**config.mk**
```make
export PLATFORM = sky130hd
export DESIGN_NAME = fluid_balance_limit_monitor
export DESIGN_NICKNAME = d
export VERILOG_FILES = /design/src/design/fblm_pkg.sv /design/src/design/fblm_regs.sv /design/src/design/fblm_calc.sv /design/src/design/fluid_balance_limit_monitor.sv
export SDC_FILE = /design/constraint.sdc
export NUM_CORES = 1
export LEC_CHECK = 0
export ABC_AREA = 1
export BUFFER_PORTS_ARGS = -buffer_cell sky130_fd_sc_hd__buf_4
export CORE_UTILIZATION = 45
export CTS_BUF_LIST = sky130_fd_sc_hd__clkbuf_8
export DETAILED_ROUTE_END_ITERATION = 8
export GPL_TIMING_DRIVEN = 1
export PLACE_DENSITY = 0.66
export SLEW_MARGIN = 20
export SYNTH_ARGS = -nofsm -noshare
export SYNTH_HDL_FRONTEND = slang
export SYNTH_SLANG_ARGS = --single-unit
```
**constraint.sdc**
```tcl
create_clock -name clk -period 9.7 [get_ports clk]
set_clock_uncertainty 0.1 [all_clocks]
set_input_delay 0.485 -clock clk [delete_from_list [all_inputs] [get_ports clk]]
set_output_delay 0.485 -clock clk [all_outputs]
set_load 0.02 [all_outputs]
```
**src/design/fblm_pkg.sv**
```systemverilog
// Package for the fluid balance limit monitor.
// Holds the item, result, configuration and state types and the code constants.
// No dependencies.
package fblm_pkg;

	localparam int FRACTION_BITS_DEFAULT = 6;
	localparam int CFG_INDEX_W = 2;
	localparam int ACC_W = 32;
	localparam int WIDE_W = 34;
	localparam int MARGIN_ML = 5;
	localparam logic [7:0] COUNT_MAX = 8'hFF;

	localparam logic OP_PHASE = 1'b0;
	localparam logic OP_SAMPLE = 1'b1;

	localparam logic [2:0] PHASE_CONNECTED = 3'd0;
	localparam logic [2:0] PHASE_PRIME = 3'd1;
	localparam logic [2:0] PHASE_RUN = 3'd2;
	localparam logic [2:0] PHASE_RINSEBACK = 3'd3;
	localparam logic [2:0] PHASE_DISCONNECT = 3'd4;
	localparam logic [2:0] PHASE_POST_RUN = 3'd5;
	localparam logic [2:0] PHASE_STORAGE = 3'd6;

	localparam logic [2:0] MODE_INACTIVE = 3'd0;
	localparam logic [2:0] MODE_FIRST_DRAW = 3'd1;
	localparam logic [2:0] MODE_RINSEBACK = 3'd3;
	localparam logic [2:0] MODE_DISCONNECT = 3'd4;

	localparam logic [CFG_INDEX_W-1:0] REG_VOLUME_LIMIT = 2'd0;
	localparam logic [CFG_INDEX_W-1:0] REG_OVERLOAD_LIMIT = 2'd1;
	localparam logic [CFG_INDEX_W-1:0] REG_VALVE_THRESHOLD = 2'd2;

	localparam logic signed [20:0] OVERLOAD_RESET = -21'sd1048576;

	typedef struct packed {
		logic               operation;
		logic [2:0]         phase_code;
		logic [2:0]         mode_code;
		logic               donor_attached;
		logic               kit_known;
		logic               valve_returning;
		logic signed [15:0] inlet_delta;
		logic signed [15:0] return_delta;
		logic signed [15:0] anticoag_delta;
		logic signed [15:0] platelet_delta;
		logic signed [15:0] plasma_delta;
		logic signed [15:0] redcell_delta;
	} item_t;

	typedef struct packed {
		logic               low_volume_alarm;
		logic               high_volume_alarm;
		logic               valve_alarm;
		logic               fault_alarm;
		logic               rinseback_request;
		logic signed [31:0] volume_total;
	} result_t;

	typedef struct packed {
		logic [19:0]        volume_limit;
		logic signed [20:0] overload_limit;
		logic [7:0]         valve_fault_threshold;
	} cfg_t;

	typedef struct packed {
		logic signed [ACC_W-1:0] volume_accumulator;
		logic                    low_monitor_on;
		logic                    high_monitor_on;
		logic                    request_sent;
		logic [7:0]              bad_valve_count;
	} state_t;

endpackage

```
**src/design/fblm_regs.sv**
```systemverilog
// Configuration registers of the fluid balance limit monitor.
// Depends on fblm_pkg for the register indexes and the cfg_t type.
module fblm_regs (
	input  logic                                 clk,
	input  logic                                 arst_n,
	input  logic                                 wr_en,
	input  logic [fblm_pkg::CFG_INDEX_W-1:0]     wr_index,
	input  logic [31:0]                          wr_data,
	output fblm_pkg::cfg_t                       cfg
);

	fblm_pkg::cfg_t cfg_q;

	always_ff @(posedge clk or negedge arst_n) begin
		if (!arst_n) begin
			cfg_q.volume_limit <= '0;
			cfg_q.overload_limit <= fblm_pkg::OVERLOAD_RESET;
			cfg_q.valve_fault_threshold <= '0;
		end else if (wr_en) begin
			case (wr_index)
				fblm_pkg::REG_VOLUME_LIMIT: cfg_q.volume_limit <= wr_data[19:0];
				fblm_pkg::REG_OVERLOAD_LIMIT: cfg_q.overload_limit <= wr_data[20:0];
				fblm_pkg::REG_VALVE_THRESHOLD: cfg_q.valve_fault_threshold <= wr_data[7:0];
				default: ;
			endcase
		end
	end

	assign cfg = cfg_q;

endmodule

```
**src/design/fblm_calc.sv**
```systemverilog
// Next-state and result logic of the fluid balance limit monitor.
// Depends on fblm_pkg for types and codes; purely combinational.
module fblm_calc #(
	parameter int FRACTION_BITS = fblm_pkg::FRACTION_BITS_DEFAULT
) (
	input  fblm_pkg::item_t   item,
	input  fblm_pkg::state_t  state,
	input  fblm_pkg::cfg_t    cfg,
	output fblm_pkg::state_t  state_next,
	output fblm_pkg::result_t result
);

	localparam int W = fblm_pkg::WIDE_W;
	localparam logic signed [W-1:0] MARGIN =
		W'(fblm_pkg::MARGIN_ML * (1 << FRACTION_BITS));
	localparam logic signed [W-1:0] ACC_MAX = W'(64'sd2147483647);
	localparam logic signed [W-1:0] ACC_MIN = -W'(64'sd2147483648);

	logic               active;
	logic signed [W-1:0] delta;
	logic signed [W-1:0] sum;
	logic signed [W-1:0] acc_sat;
	logic signed [W-1:0] limit_w;
	logic signed [W-1:0] over_w;
	logic [7:0]          count_inc;

	always_comb begin
		active = (item.mode_code >= fblm_pkg::MODE_FIRST_DRAW)
			&& (item.mode_code <= fblm_pkg::MODE_DISCONNECT) && item.donor_attached;
		if (active) begin
			delta = W'(item.inlet_delta) - W'(item.anticoag_delta) - W'(item.return_delta);
		end else begin
			delta = -(W'(item.anticoag_delta) + W'(item.platelet_delta)
				+ W'(item.plasma_delta) + W'(item.redcell_delta));
		end
		sum = W'(state.volume_accumulator) + delta;
		if (sum > ACC_MAX) begin
			acc_sat = ACC_MAX;
		end else if (sum < ACC_MIN) begin
			acc_sat = ACC_MIN;
		end else begin
			acc_sat = sum;
		end
		limit_w = W'({1'b0, cfg.volume_limit});
		over_w = W'(cfg.overload_limit);
		count_inc = (state.bad_valve_count == fblm_pkg::COUNT_MAX) ?
			state.bad_valve_count : state.bad_valve_count + 8'd1;

		state_next = state;
		result = '0;

		if (item.operation == fblm_pkg::OP_PHASE) begin
			case (item.phase_code)
				fblm_pkg::PHASE_CONNECTED, fblm_pkg::PHASE_PRIME, fblm_pkg::PHASE_RUN: begin
					state_next.low_monitor_on = 1'b1;
					state_next.high_monitor_on = 1'b1;
				end
				fblm_pkg::PHASE_RINSEBACK: begin
					state_next.low_monitor_on = 1'b1;
					state_next.high_monitor_on = 1'b1;
					state_next.bad_valve_count = '0;
				end
				fblm_pkg::PHASE_DISCONNECT: begin
					state_next.low_monitor_on = 1'b1;
					state_next.high_monitor_on = 1'b0;
				end
				fblm_pkg::PHASE_POST_RUN, fblm_pkg::PHASE_STORAGE: begin
					state_next.low_monitor_on = 1'b0;
					state_next.high_monitor_on = 1'b0;
				end
				default: ;
			endcase
		end else if ((state.low_monitor_on || state.high_monitor_on)
				&& item.mode_code != fblm_pkg::MODE_INACTIVE) begin
			result.fault_alarm = state.low_monitor_on && !item.kit_known;
			state_next.volume_accumulator = acc_sat[fblm_pkg::ACC_W-1:0];
			if (state.low_monitor_on) begin
				if ((limit_w - acc_sat < MARGIN) && !state.request_sent) begin
					state_next.request_sent = 1'b1;
					result.rinseback_request = 1'b1;
				end
				result.low_volume_alarm = acc_sat >= limit_w;
			end
			result.high_volume_alarm = state.high_monitor_on && (acc_sat <= over_w);
			if (item.mode_code == fblm_pkg::MODE_RINSEBACK && state.low_monitor_on
					&& !item.valve_returning) begin
				state_next.bad_valve_count = count_inc;
				result.valve_alarm = count_inc > cfg.valve_fault_threshold;
			end
		end
		result.volume_total = state_next.volume_accumulator;
	end

endmodule

```
**src/design/fluid_balance_limit_monitor.sv**
```systemverilog
// Fluid balance limit monitor: top level with input and result registers.
// An accepted item is held in the input register, and its result is then registered in the result register.
// Throughput: one item per cycle while result_stall is low, set by the single add, saturate and compare pass.
// Reset clears the accumulator, monitor enables, request flag and valve count,
// and loads the configuration registers with their reset values; no clearing pass.
// Depends on fblm_pkg, fblm_regs and fblm_calc.
module fluid_balance_limit_monitor #(
	parameter int FRACTION_BITS = fblm_pkg::FRACTION_BITS_DEFAULT
) (
	input  logic                             clk,
	input  logic                             arst_n,
	input  logic                             sample_valid,
	output logic                             sample_stall,
	input  fblm_pkg::item_t                  sample,
	output logic                             result_valid,
	input  logic                             result_stall,
	output fblm_pkg::result_t                result,
	input  logic                             cfg_valid,
	output logic                             cfg_ready,
	input  logic [fblm_pkg::CFG_INDEX_W-1:0] cfg_index,
	input  logic [31:0]                      cfg_data
);

	fblm_pkg::cfg_t    cfg;
	fblm_pkg::state_t  state_q;
	fblm_pkg::state_t  state_next;
	fblm_pkg::result_t res_next;
	fblm_pkg::item_t   item_s1;
	fblm_pkg::result_t result_s2;
	logic              valid_s1;
	logic              valid_s2;
	logic              advance;

	assign cfg_ready = 1'b1;

	fblm_regs u_regs (
		.clk      (clk),
		.arst_n   (arst_n),
		.wr_en    (cfg_valid && cfg_ready),
		.wr_index (cfg_index),
		.wr_data  (cfg_data),
		.cfg      (cfg)
	);

	fblm_calc #(
		.FRACTION_BITS (FRACTION_BITS)
	) u_calc (
		.item       (item_s1),
		.state      (state_q),
		.cfg        (cfg),
		.state_next (state_next),
		.result     (res_next)
	);

	assign advance = !valid_s2 || !result_stall;
	assign sample_stall = valid_s1 && !advance;

	always_ff @(posedge clk or negedge arst_n) begin
		if (!arst_n) begin
			valid_s1 <= 1'b0;
		end else if (!sample_stall) begin
			valid_s1 <= sample_valid;
		end
	end

	always_ff @(posedge clk) begin
		if (sample_valid && !sample_stall) begin
			item_s1 <= sample;
		end
	end

	always_ff @(posedge clk or negedge arst_n) begin
		if (!arst_n) begin
			valid_s2 <= 1'b0;
			state_q <= '0;
		end else if (advance) begin
			valid_s2 <= valid_s1;
			if (valid_s1) begin
				state_q <= state_next;
			end
		end
	end

	always_ff @(posedge clk) begin
		if (advance && valid_s1) begin
			result_s2 <= res_next;
		end
	end

	assign result_valid = valid_s2;
	assign result = result_s2;

endmodule

```
After elaboration in Yosys (flattened, before gate mapping). Index checks and enable logic that the tools add are counted.

Output and inout bits: 40. Logic and storage cells: 107. Input bits: 145. Register bits after elaboration: 237.

Equal/unequal tests: 12. Reduce and logical (&&, ||, !) cells: 37. Magnitude comparators: 8. Add/sub/neg operators: 9. Muxes and demuxes: 12. Bitwise logic cells: 1.

Operator list (count): $mux W34 (3); $mux W32 (2); $mux W8 (5); $add A32 B34 Y34 (1); $add A34 B16 Y34 (1); $ge A34 B21 Y1 (1); $gt A34 B32 Y1 const B (1); $le A34 B21 Y1 (1); $lt A34 B10 Y1 const B (1); $lt A34 B32 Y1 const B (1); $neg A34 Y34 (1); $sub A21 B34 Y34 (1); $add A17 B16 Y18 (1); $sub A17 B16 Y18 (1); $add A16 B16 Y17 (1); $sub A16 B16 Y17 (1); $logic_and A1 B1 Y1 (11); $reduce_and A2 Y1 (5); $eq A3 B2 Y1 const B (3); $eq A3 B3 Y1 const B (3); $add A8 B1 Y8 const B (1); $eq A8 B8 Y1 const B (1); $gt A8 B8 Y1 (1); $logic_not A1 Y1 (7); other kinds (20) (24).

Depth between registers and ports, before layout. Gate-level depths: netlist (run 1).

Depth after elaboration: 13. Depth in mapped cells: 74. Gate-level depth less buffers: 72.

Cells and area by module. A second synthesis (run 1) with hierarchy kept.

Cell total of the unflattened synthesis: 2215. Area, all modules: 17893.4 µm².

By module, submodules not included: fblm_calc (times used 1, sequential area each 0.0 µm², cells an instance 1652, area each 9688.0 µm²); fluid_balance_limit_monitor (times used 1, sequential area each 5420.2 µm², cells an instance 343, area each 6147.1 µm²); fblm_regs (times used 1, sequential area each 1227.4 µm², cells an instance 220, area each 2058.2 µm²).

Worst setup path after synthesis (run 1). No wires, ideal clock.

Path type: flip-flop to flip-flop. Start: register item_s1[17] (netlist bit). End: register result_s2, in the netlist result[32], data pin. Library setup time: 0.256 ns. Required time: 9.344 ns. Buffers on the path: 2. Arrival: 8.985 ns. Clock period less this slack: 9.342 ns. Path slack: 0.358 ns. Stages on the path, launching flop included: 65. Cells stage by stage: edfxtp_1 inv_1 fa_1 inv_1 ha_1 fa_1 a21oi_1 o21bai_1 nand2_1 o211ai_1 a21oi_1 o21bai_1 a21oi_1 o21bai_1 a21oi_1 o21bai_1 nand2_1 nand4_1 [29 not listed] nand2_1 inv_1 ha_1 nand2_1 o21ai_0 a21oi_1 nand2_1 a21oi_1 o21ai_1 inv_1 nor2_1 nand2_2 nor2_2 nand4_1 xor2_1 nand2_1 nand2_1 nor2_2.

Word-level cells in the longest chain between the ends: 12. Elaborated cells between the ends (all ways): 13. Those cells by class: add/sub (5); order compare (3); mux (4); reduce/logical (1).

Ends and longest elaborated chain: from (decl) (RTL line fluid_balance_limit_monitor.sv:28) `fblm_pkg::item_t item_s1;`; from (signal assigned) (RTL line fluid_balance_limit_monitor.sv:68) `item_s1 <= sample;`; $add A17 B16 Y18 * (RTL line fblm_calc.sv:34) `+ W'(item.plasma_delta) + W'(item.redcell_delta));`; $add A34 B16 Y34 * (RTL line fblm_calc.sv:34); $neg A34 Y34 * (RTL line fblm_calc.sv:33) `delta = -(W'(item.anticoag_delta) + W'(item.platelet_delta)`; $mux W34 * (RTL line fblm_calc.sv:30) `if (active) begin`; $add A32 B34 Y34 * (RTL line fblm_calc.sv:36) `sum = W'(state.volume_accumulator) + delta;`; $lt A34 B32 Y1 (RTL line fblm_calc.sv:39) `end else if (sum < ACC_MIN) begin`; $mux W34 (RTL line fblm_calc.sv:39); $mux W34 * (RTL line fblm_calc.sv:37) `if (sum > ACC_MAX) begin`; $sub A21 B34 Y34 * (RTL line fblm_calc.sv:78) `if ((limit_w - acc_sat < MARGIN) && !state.request_sent) begin`; $lt A34 B10 Y1 * (RTL line fblm_calc.sv:78); $logic_and A1 B1 Y1 * (RTL line fblm_calc.sv:78); $mux W1 * (RTL line fblm_calc.sv:78); to (signal assigned) (RTL line fluid_balance_limit_monitor.sv:86) `result_s2 <= res_next;`; to (decl) (RTL line fluid_balance_limit_monitor.sv:29) `fblm_pkg::result_t result_s2;`.

Every way passes the cells marked *; elsewhere a longest branch is shown, timed or not. A chain may end at the register's enable or synchronous reset.

Final worst setup path (run 1).
Start: register item_s1[49] (netlist bit). End: register result_s2, in the netlist result[36], data pin.

Word-level cells in the longest chain between the ends: 10. Elaborated cells between the ends (all ways): 13. Those cells by class: add/sub (7); order compare (3); mux (3).

Ends and longest elaborated chain: $add A16 B16 Y17 (RTL line fblm_calc.sv:33); $add A17 B16 Y18 (RTL line fblm_calc.sv:34); $add A34 B16 Y34 (RTL line fblm_calc.sv:34); $neg A34 Y34 (RTL line fblm_calc.sv:33); $mux W34 * (RTL line fblm_calc.sv:30); $add A32 B34 Y34 * (RTL line fblm_calc.sv:36); $lt A34 B32 Y1 (RTL line fblm_calc.sv:39); $mux W34 (RTL line fblm_calc.sv:39); $mux W34 * (RTL line fblm_calc.sv:37); $ge A34 B21 Y1 * (RTL line fblm_calc.sv:82) `result.low_volume_alarm = acc_sat >= limit_w;`.

Marks and branches as above.

==> results of run 1 <==
## layout by cell type (no fill, tap or decap), drive strengths merged, types with 2 or more instances in the layout
cell type / count
a41oi: 2
nand2: 497
xnor2: 14
nor4: 2
o31ai: 4
nor3b: 2
nand3: 92
nand4: 25
clkbuf: 41
o22ai: 4
o211ai: 2
o21a: 6
a21boi: 3
edfxtp: 143
dfrtp: 93
o21bai: 15
a211oi: 7
o21ai: 202
dlygate4sd3: 108
fa: 35
nand3b: 3
a31oi: 9
xor2: 27
ha: 166
nor3: 20
buf: 410
inv: 354
a21oi: 148
clkinv: 14
bufinv: 6
and2: 2
a21o: 18
or2: 5
nor2: 161
## flip-flops by register name (all words and copies together), names as in the netlist
signal	flops
item_s1	106
u_regs.cfg	49
state_q	43
result	37
result_valid	1
valid_s1	1
## final timing paths
check	start	to	slack, ns	cells after the start
max	item_s1[49]	result[36]	0.27	62
min	cfg_data[20]	u_regs.cfg[28]	0.04	3
max reg2reg	item_s1[49]	result[36]	0.27	62
min reg2reg	state_q[8]	state_q[8]	0.38	2
max in group asynchronous	arst_n	state_q[33]	8.26	3
min in group asynchronous	arst_n	state_q[4]	0.21	2
## timing repair
item / CTS / global route
endpoints found under the setup margin: 4 / 4
gates resized for setup: 22 / 224
endpoints found under the hold margin: 125 / 0
buffers inserted: 0 / 19
hold buffers: 108 / 0
cloned: 0 / 1
pin swaps: 2 / 96
## kinds of logic after synthesis
group	share of synthesized area, %
buffers and inverters	8.539
DFF	39.08
other	0.02204
xor gates and xnor gates	2.111
muxes	0.05884
and+or+nand+nor	20.20
adders and majority gates	16.33
AOI/OAI and AO/OA	13.67
## area by class of cell
cell class                      count  share of cell area, %
Inverter                          342                  5.498
Timing Repair Buffer              518                  17.78
Clock inverter                     32                  1.231
Multi-Input combinational cell   1478                  42.20
Tap cell                          504                  2.675
Sequential cell                   237                  28.19
Clock buffer                       41                  2.393
Timing Repair inverter              1                0.02123
## critical path: cells and delay by family, from the launching register on
family	cells	cell delay, ns
AND/OR/NAND/NOR	30	3.06
adder cells (fa/ha/maj)	8	2.58
AO/OA/AOI/OAI	14	1.97
buffers and inverters	9	0.92
flip-flops	1	0.36
XOR/XNOR	1	0.15
## metrics by stage
stage               instances  hold WS (ns)  instance area [sq um]  utilization [%]
finish                   3153       0.03962                  23580            63.94
global route             3153       0.04611                  23580            63.94
CTS                      3133      0.009345                  22440            60.85
detailed placement       2952        0.2862                  20420            55.38
global placement         2952        0.2795                  20420            55.38
floorplan                2092       0.08941                  17010                -
## routing by layer
layer / global-route usage, % / wire length, um
met3: 4.141 / 2362
met4: 9.086 / 1607
met5: 0 / 0
met1: 33.78 / 22310
met2: 45.36 / 24510
==> metrics.txt, run 1 <==
commonest cells in the synthesized netlist nand2_1, inv_1, o21ai_0; first-pass GRT wire length between 80000 and 90000 um; EDFF count, synth 143; CP peak stage delay ~0.54 ns; Seq cells post-synth approximately 240; Hold Violations, Final 0; max_cap viols 0; WP data arrival 9.66 ns; multi-input logic area roughly 10000 sq um; Crit. End Element register; die area around 39000 sq um; share of the synthesized area in the top cell type roughly 25%; Antenna Cells 0; fill count 3097; wire per inst 16.11 um; grt ovf 0; Clock transition at path regs around 0.070 ns; CTS tree yes; Die H about 200 um; Area contributors post-synth edfxtp_1, dfrtp_1, ha_1; Ys Warns 0; unrepaired setup endpoints after global routing yes; Tmin final about 9.4 ns; PortBufs 172; fin nets around 3000; pre-CTS setup slack -0.2995 ns; clock root buffer clkbuf_8; CP Launch Type register; total negative slack 0 ns; core box area roughly 37000 sq um; Tcrit/Tclk final a little over nine tenths; Slew headroom approximately 34%; Via-to-Cell Ratio 5.058; leading area contributor after synthesis edfxtp_1; DRC Markers 0; CTS H-tree lvls 2; status complete, no violations; via count between 15000 and 20000; Worst-Margin Slew just under 1 ns; top_reg_cell synth edfxtp_1; Routed WL a little over 50000 um; final setup violation count 0; Die Wd just under 200 um; DR iter-0 viols approximately 830; GPL Wtd Cong 0.9080; FF+latch area around 6600 sq um; clock buffer depth 3; number of global-route vias before repair roughly 16000; clock sink count 237; CP Class reg2reg; Syn Area/Cell a little over 8 sq um; IO Count ~190; Layout area overhead 38.60%; Post-synth ARST share approximately two fifths; count leader, synth nand2_1; syn_nets approximately 2400; max-slew violation count 0; layout cell share with drive strength beyond 1 between 20% and 30%; worst-path fanout max 7; number of core rows 70; clk_lat worst skew between 0.5 and 0.6 ns; Crit-path slowest cell fa_1; Post-Syn Instances 2092; Initial Util 46.14%; Cell variety after synth 56; HP Class in2reg; Fmax 106.1 MHz; antenna violations before repair 0; DR pass1 iterations 6; cell area after synthesis between 15000 and 20000 sq um; setup ws final ~0.27 ns; CP required about 10 ns; antenna-violating nets left 0; hpwl dp 37020 um; total CTS buffers slightly above 40; global-route usage over all layers 26.41%; sequential fraction of the synthesis area 39.08%; pin count of the biggest net entering global routing 80; CP most frequent cell nand2_2
Power of run 1 is left out: the tool's default activity adds up to more than one toggle a clock period on the data nets, which glitch-free logic cannot reach.
==> run 2: changes to the inputs <==
--- a/config.mk
+++ b/config.mk
@@ -15,4 +15,5 @@
 export SLEW_MARGIN = 20
 export SYNTH_ARGS = -nofsm -noshare
 export SYNTH_HDL_FRONTEND = slang
+export SYNTH_HIERARCHICAL = 1
 export SYNTH_SLANG_ARGS = --single-unit
==> metrics.txt, run 2 <==
Min Hold Slack 0.05255 ns (was 0.03962 ns); Die H 201.4 um (was 196.4 um); Routed WL 51120 um (was 50790 um); DR pass1 iterations 6 (unchanged); die area 40560 sq um (was 38580 sq um); Area contributors post-synth edfxtp_1, dfrtp_1, nand2_1 (was edfxtp_1, dfrtp_1, ha_1); hpwl dp 37000 um (was 37020 um); WP data arrival 9.73 ns (was 9.66 ns); top_reg_cell synth edfxtp_1 (unchanged); EDFF count, synth 143 (unchanged); sequential fraction of the synthesis area 37.15% (was 39.08%); Seq cells post-synth 237 (unchanged); clock sink count 237 (unchanged); fill count 3401 (was 3097); number of core rows 72 (was 70); Tmin final 9.299 ns (was 9.427 ns); via count 16016 (was 15948); Crit-path slowest cell fa_2 (was fa_1); core box area 38920 sq um (was 36870 sq um); Die Wd 201.4 um (was 196.4 um); FF+latch area 6648 sq um (unchanged); number of global-route vias before repair 15835 (was 16091); clock buffer depth 3 (unchanged); antenna-violating nets left 0 (unchanged); CTS H-tree lvls 2 (unchanged); mux cell area share after synthesis 0.05594% (was 0.05884%); largest reg by FF count item_s1 (unchanged); wire per inst 16.10 um (was 16.11 um); syn_nets 2559 (was 2438); post-synthesis compound-gate area fraction 9.859% (was 13.67%); Fmax 107.5 MHz (was 106.1 MHz); multi-input logic area 9728 sq um (was 9951 sq um); antenna violations before repair 0 (unchanged); CP peak stage delay 0.57 ns (was 0.54 ns); first-pass GRT wire length 81080 um (was 80140 um); max FFs per register 106 (unchanged); Via-to-Cell Ratio 5.046 (was 5.058); final setup violation count 0 (unchanged); share of the synthesized area in the top cell type 24.00% (was 25.24%); status complete, no violations (unchanged); Initial Util 45.98% (was 46.14%); leading area contributor after synthesis edfxtp_1 (unchanged); Post-Syn Instances 2215 (was 2092); Cell variety after synth 61 (was 56); Syn Area/Cell 8.078 sq um (was 8.132 sq um); clk_lat worst skew 0.60 ns (was 0.59 ns); global-route usage over all layers 25.21% (was 26.41%); Layout area overhead 29.26% (was 38.60%); count leader, synth nand2_1 (unchanged); max-slew violation count 0 (unchanged); total CTS buffers 42 (was 41); Antenna Cells 0 (unchanged); clock root buffer clkbuf_8 (unchanged); CP Launch Type register (unchanged); most common cell after layout, fill and taps aside nand2_1 (unchanged); DRC Markers 0 (unchanged); DR iter-0 viols 929 (was 825); dominant combinational cell family by area after synthesis simple AND/OR/NAND/NOR gates (unchanged); pin count of the biggest net entering global routing 80 (unchanged); PortBufs 172 (unchanged); layout cell share with drive strength beyond 1 21.76% (was 26.92%); post-synthesis simple-gate area fraction 22.78% (was 20.20%); Crit. End Element register (unchanged); Hold Violations, Final 0 (unchanged); most frequent cells in the layout nand2_1, inv_1, buf_4 (was nand2_1, buf_4, inv_1); Clock transition at path regs 0.07 ns (about the same); Post-synth ARST share 39.66% (unchanged); worst-path fanout max 7 (unchanged); CP most frequent cell nand2_2 (unchanged); grt ovf 0 (unchanged); max_cap viols 0 (unchanged); commonest cells in the synthesized netlist nand2_1, inv_1, ha_1 (was nand2_1, inv_1, o21ai_0); HP Class in2reg (unchanged); CP Class reg2reg (unchanged); IO Count 185 (unchanged); Worst-Margin Slew 1.227 ns (was 0.9827 ns); Slew headroom 17.60% (was 34.49%); fin nets 2966 (was 2965); adder-cell share of the synthesized area 16.01% (was 16.33%); CTS tree yes (unchanged); Tcrit/Tclk final 95.87% (was 97.18%); Ys Warns 6 (was 0); Synth Area in XOR/XNOR 2.398% (was 2.111%); CP required 10.13 ns (was 9.93 ns); cell area after synthesis 17890 sq um (was 17010 sq um); GPL Wtd Cong 0.9392 (was 0.9080)
==> run 2: critical path: cells and delay by family, from the launching register on <==
family                     cells  cell delay (ns)
and+or+nand+nor               36             3.84
adders and majority gates      8             2.98
AOI/OAI and AO/OA              9             1.43
buffers and inverters          7             0.58
DFF                            1             0.32
==> run 2: logic make-up after synthesis <==
| family | Yosys count |
|---|---|
| AND/OR/NAND/NOR | 924 |
| buffers and inverters | 484 |
| AO/OA/AOI/OAI | 320 |
| flip-flops | 237 |
| adder cells (fa/ha/maj) | 199 |
| XOR/XNOR | 49 |
| other | 1 |
| multiplexers | 1 |
==> run 2: cell type report <==
cell class | count | share of cell area, %
Clock buffer | 48 | 2.856
Sequential cell | 237 | 28.74
Timing Repair Buffer | 446 | 15.90
Inverter | 401 | 6.568
Tap cell | 518 | 2.802
Clock inverter | 30 | 1.071
Multi-Input combinational cell | 1494 | 42.06
==> run 2: per-stage QoR <==
| step | worst slack (ns) | setup TNS (ns) | cells | utilization (%) | cell area, sq um |
|---|---|---|---|---|---|
| 2_1_floorplan | 0.7967 | 0 | 2215 | - | 17890 |
| 3_3_place_gp | -0.07058 | -0.07058 | 2964 | 52.20 | 20310 |
| 3_5_place_dp | -0.2067 | -0.3389 | 2964 | 52.20 | 20310 |
| 4_1_cts | 0.01144 | 0 | 3160 | 57.58 | 22410 |
| 5_1_grt | -0.08667 | -0.1081 | 3174 | 59.43 | 23130 |
| 6_report | 0.4008 | 0 | 3174 | 59.43 | 23130 |
==> run 2: final timing paths <==
check,startpoint,to,slack [ns],cells after the start
max,item_s1[33],state_q[8],0.40,60
min,cfg_data[20],u_regs/cfg[28],0.05,3
max reg2reg,item_s1[33],state_q[8],0.40,60
min reg2reg,u_regs/cfg[20],u_regs/cfg[20],0.38,2
max in group asynchronous,arst_n,valid_s1,7.98,3
min in group asynchronous,arst_n,state_q[42],0.37,2
==> run 2: layer usage <==
| metal | track usage [%] | wire length [um] | share of wire [%] |
|---|---|---|---|
| met1 | 34.00 | 23210 | 45 |
| met2 | 41.67 | 24280 | 47 |
| met3 | 3.369 | 2184 | 4.3 |
| met4 | 8.496 | 1439 | 2.8 |
| met5 | 0 | 0 | 0 |
==> run 2: what timing repair did <==
item                       CTS  global route
setup buffers                0            13
pin swaps                    2            56
setup endpoints to repair    2             4
resized for setup            6           162
hold buffers               118             0
cloned                       0             1
hold endpoints to repair   158             0
Power of run 2 is left out for the same reason.
==> run 3: changes to the inputs <==
--- a/config.mk
+++ b/config.mk
@@ -8,7 +8,6 @@
 export ABC_AREA = 1
 export BUFFER_PORTS_ARGS = -buffer_cell sky130_fd_sc_hd__buf_4
 export CORE_UTILIZATION = 45
-export CTS_BUF_LIST = sky130_fd_sc_hd__clkbuf_8
 export DETAILED_ROUTE_END_ITERATION = 8
 export GPL_TIMING_DRIVEN = 1
 export PLACE_DENSITY = 0.66
==> metrics.txt, run 3 (synthesized netlist as in run 2, its figures left out) <==
clock root buffer clkbuf_16 (was clkbuf_8); Clock transition at path regs 0.06 ns (was 0.07 ns); global-route usage over all layers 24.67% (was 25.21%); clock buffer depth 3 (unchanged); via count 15704 (was 16016); Reg-to-Reg End state_q[8] (unchanged); status complete, no violations (unchanged); number of core rows 72 (unchanged); total CTS buffers 27 (was 42); final setup violation count 0 (unchanged); CP Class reg2reg (unchanged); Tmin final 9.170 ns (was 9.299 ns); Crit. End Element register (unchanged); max-slew violation count 0 (unchanged); antenna violations before repair 0 (unchanged); HP Class in2reg (unchanged); clk_lat worst skew 0.55 ns (was 0.60 ns); most frequent cells in the layout nand2_1, inv_1, buf_4 (unchanged); Routed WL 49860 um (was 51120 um); die area 40560 sq um (unchanged); cell depth of the worst hold path 1 (was 3); first-pass GRT wire length 79980 um (was 81080 um); Worst Setup SP item_s1[1] (was item_s1[33]); Antenna Cells 0 (unchanged); fill count 3484 (was 3401); max_cap viols 0 (unchanged); Die Wd 201.4 um (unchanged); max FFs per register 106 (unchanged); Layout area overhead 25.84% (was 29.26%); number of global-route vias before repair 15614 (was 15835); Worst-Margin Slew 1.031 ns (was 1.227 ns); most common cell after layout, fill and taps aside nand2_1 (unchanged); CTS H-tree lvls 1 (was 2); largest reg by FF count item_s1 (unchanged); Slew headroom 30.76% (was 17.60%); hpwl dp 37000 um (unchanged); worst hold start sample[97] (was cfg_data[20]); pin count of the biggest net entering global routing 80 (unchanged); placed insts 2964 (unchanged); fin nets 2928 (was 2966); grt ovf 0 (unchanged); CTS tree yes (unchanged); GPL Wtd Cong 0.9392 (unchanged); Die H 201.4 um (unchanged); setup slack, reg-to-reg 0.53 ns (was 0.40 ns); IO Count 185 (unchanged); antenna-violating nets left 0 (unchanged); Hold Violations, Final 0 (unchanged); worst-path fanout max 7 (unchanged); CP peak stage delay 0.49 ns (was 0.57 ns); DRC Markers 0 (unchanged); Tcrit/Tclk final 94.54% (was 95.87%); core box area 38920 sq um (unchanged); Final Non-Filler Cells 3122 (was 3174); Worst path depth 60 (unchanged); delay-heaviest family, CP simple AND/OR/NAND/NOR gates (unchanged); DR iter-0 viols 970 (was 929); CP Launch Type register (unchanged); DR pass1 iterations 5 (was 6); wire per inst 15.97 um (was 16.10 um); PortBufs 172 (unchanged); critical path endpoint state_q[8] (unchanged); Initial Util 45.98% (unchanged); multi-input logic area 9445 sq um (was 9728 sq um); reg2reg path depth 60 (unchanged); layout cell share with drive strength beyond 1 18.78% (was 21.76%); Fmax 109.1 MHz (was 107.5 MHz); CP required 10.09 ns (was 10.13 ns); Via-to-Cell Ratio 5.030 (was 5.046); CP most frequent cell nand2_1 (was nand2_2); WP data arrival 9.56 ns (was 9.73 ns); FF+latch area 6648 sq um (unchanged); Buf/Inv on CP 9 (was 7); worst r2r src item_s1[1] (was item_s1[33]); clock sink count 237 (unchanged); Crit-path slowest cell fa_1 (was fa_2)
run 3: worst min path at each step:
stage                           to  slack, ns
global route           item_s1[97]      0.002
detailed placement  u_regs/cfg[24]       0.36
floorplan             result_valid       0.09
finish                 item_s1[97]       0.02
global placement    u_regs/cfg[20]       0.35
CTS                    item_s1[97]     0.0002
run 3: metal layers:
layer	vias up	routed length (um)	part of all wire, %	global-route usage, %
met4	0	1445	2.9	7.305
li1	7906	-	-	-
met5	-	0	0	0
met3	70	1941	3.9	2.527
met2	345	23690	48	41.64
met1	7383	22780	46	33.43
run 3: through the flow:
step | TNS, ns | hold WS [ns] | instance area [sq um] | util, % | worst slack, ns
floorplan | 0 | 0.08941 | 17890 | - | 0.7967
global placement | -0.07058 | 0.3545 | 20310 | 52.20 | -0.07058
detailed placement | -0.3389 | 0.3643 | 20310 | 52.20 | -0.2067
CTS | 0 | 0.0002162 | 22190 | 57.02 | 0.008516
global route | -0.04200 | 0.001650 | 22520 | 57.86 | -0.04200
finish | 0 | 0.01779 | 22520 | 57.86 | 0.5300
run 3: timing repair:
action / CTS / global route
gates resized for setup: 6 / 94
pin swaps: 2 / 25
buffers inserted: 0 / 4
hold buffers: 105 / 0
setup endpoints to repair: 2 / 4
endpoints found under the hold margin: 145 / 0
run 3: layout make-up:
| cell class | count | share of cell area (%) |
|---|---|---|
| multi-input combinational | 1494 | 41.95 |
| tap | 518 | 2.878 |
| clock buffer | 36 | 3.239 |
| sequential | 237 | 29.52 |
| inverter | 401 | 6.723 |
| timing repair buffer | 423 | 15.29 |
| clock inverter | 13 | 0.4056 |
Power of run 3 is left out for the same reason.
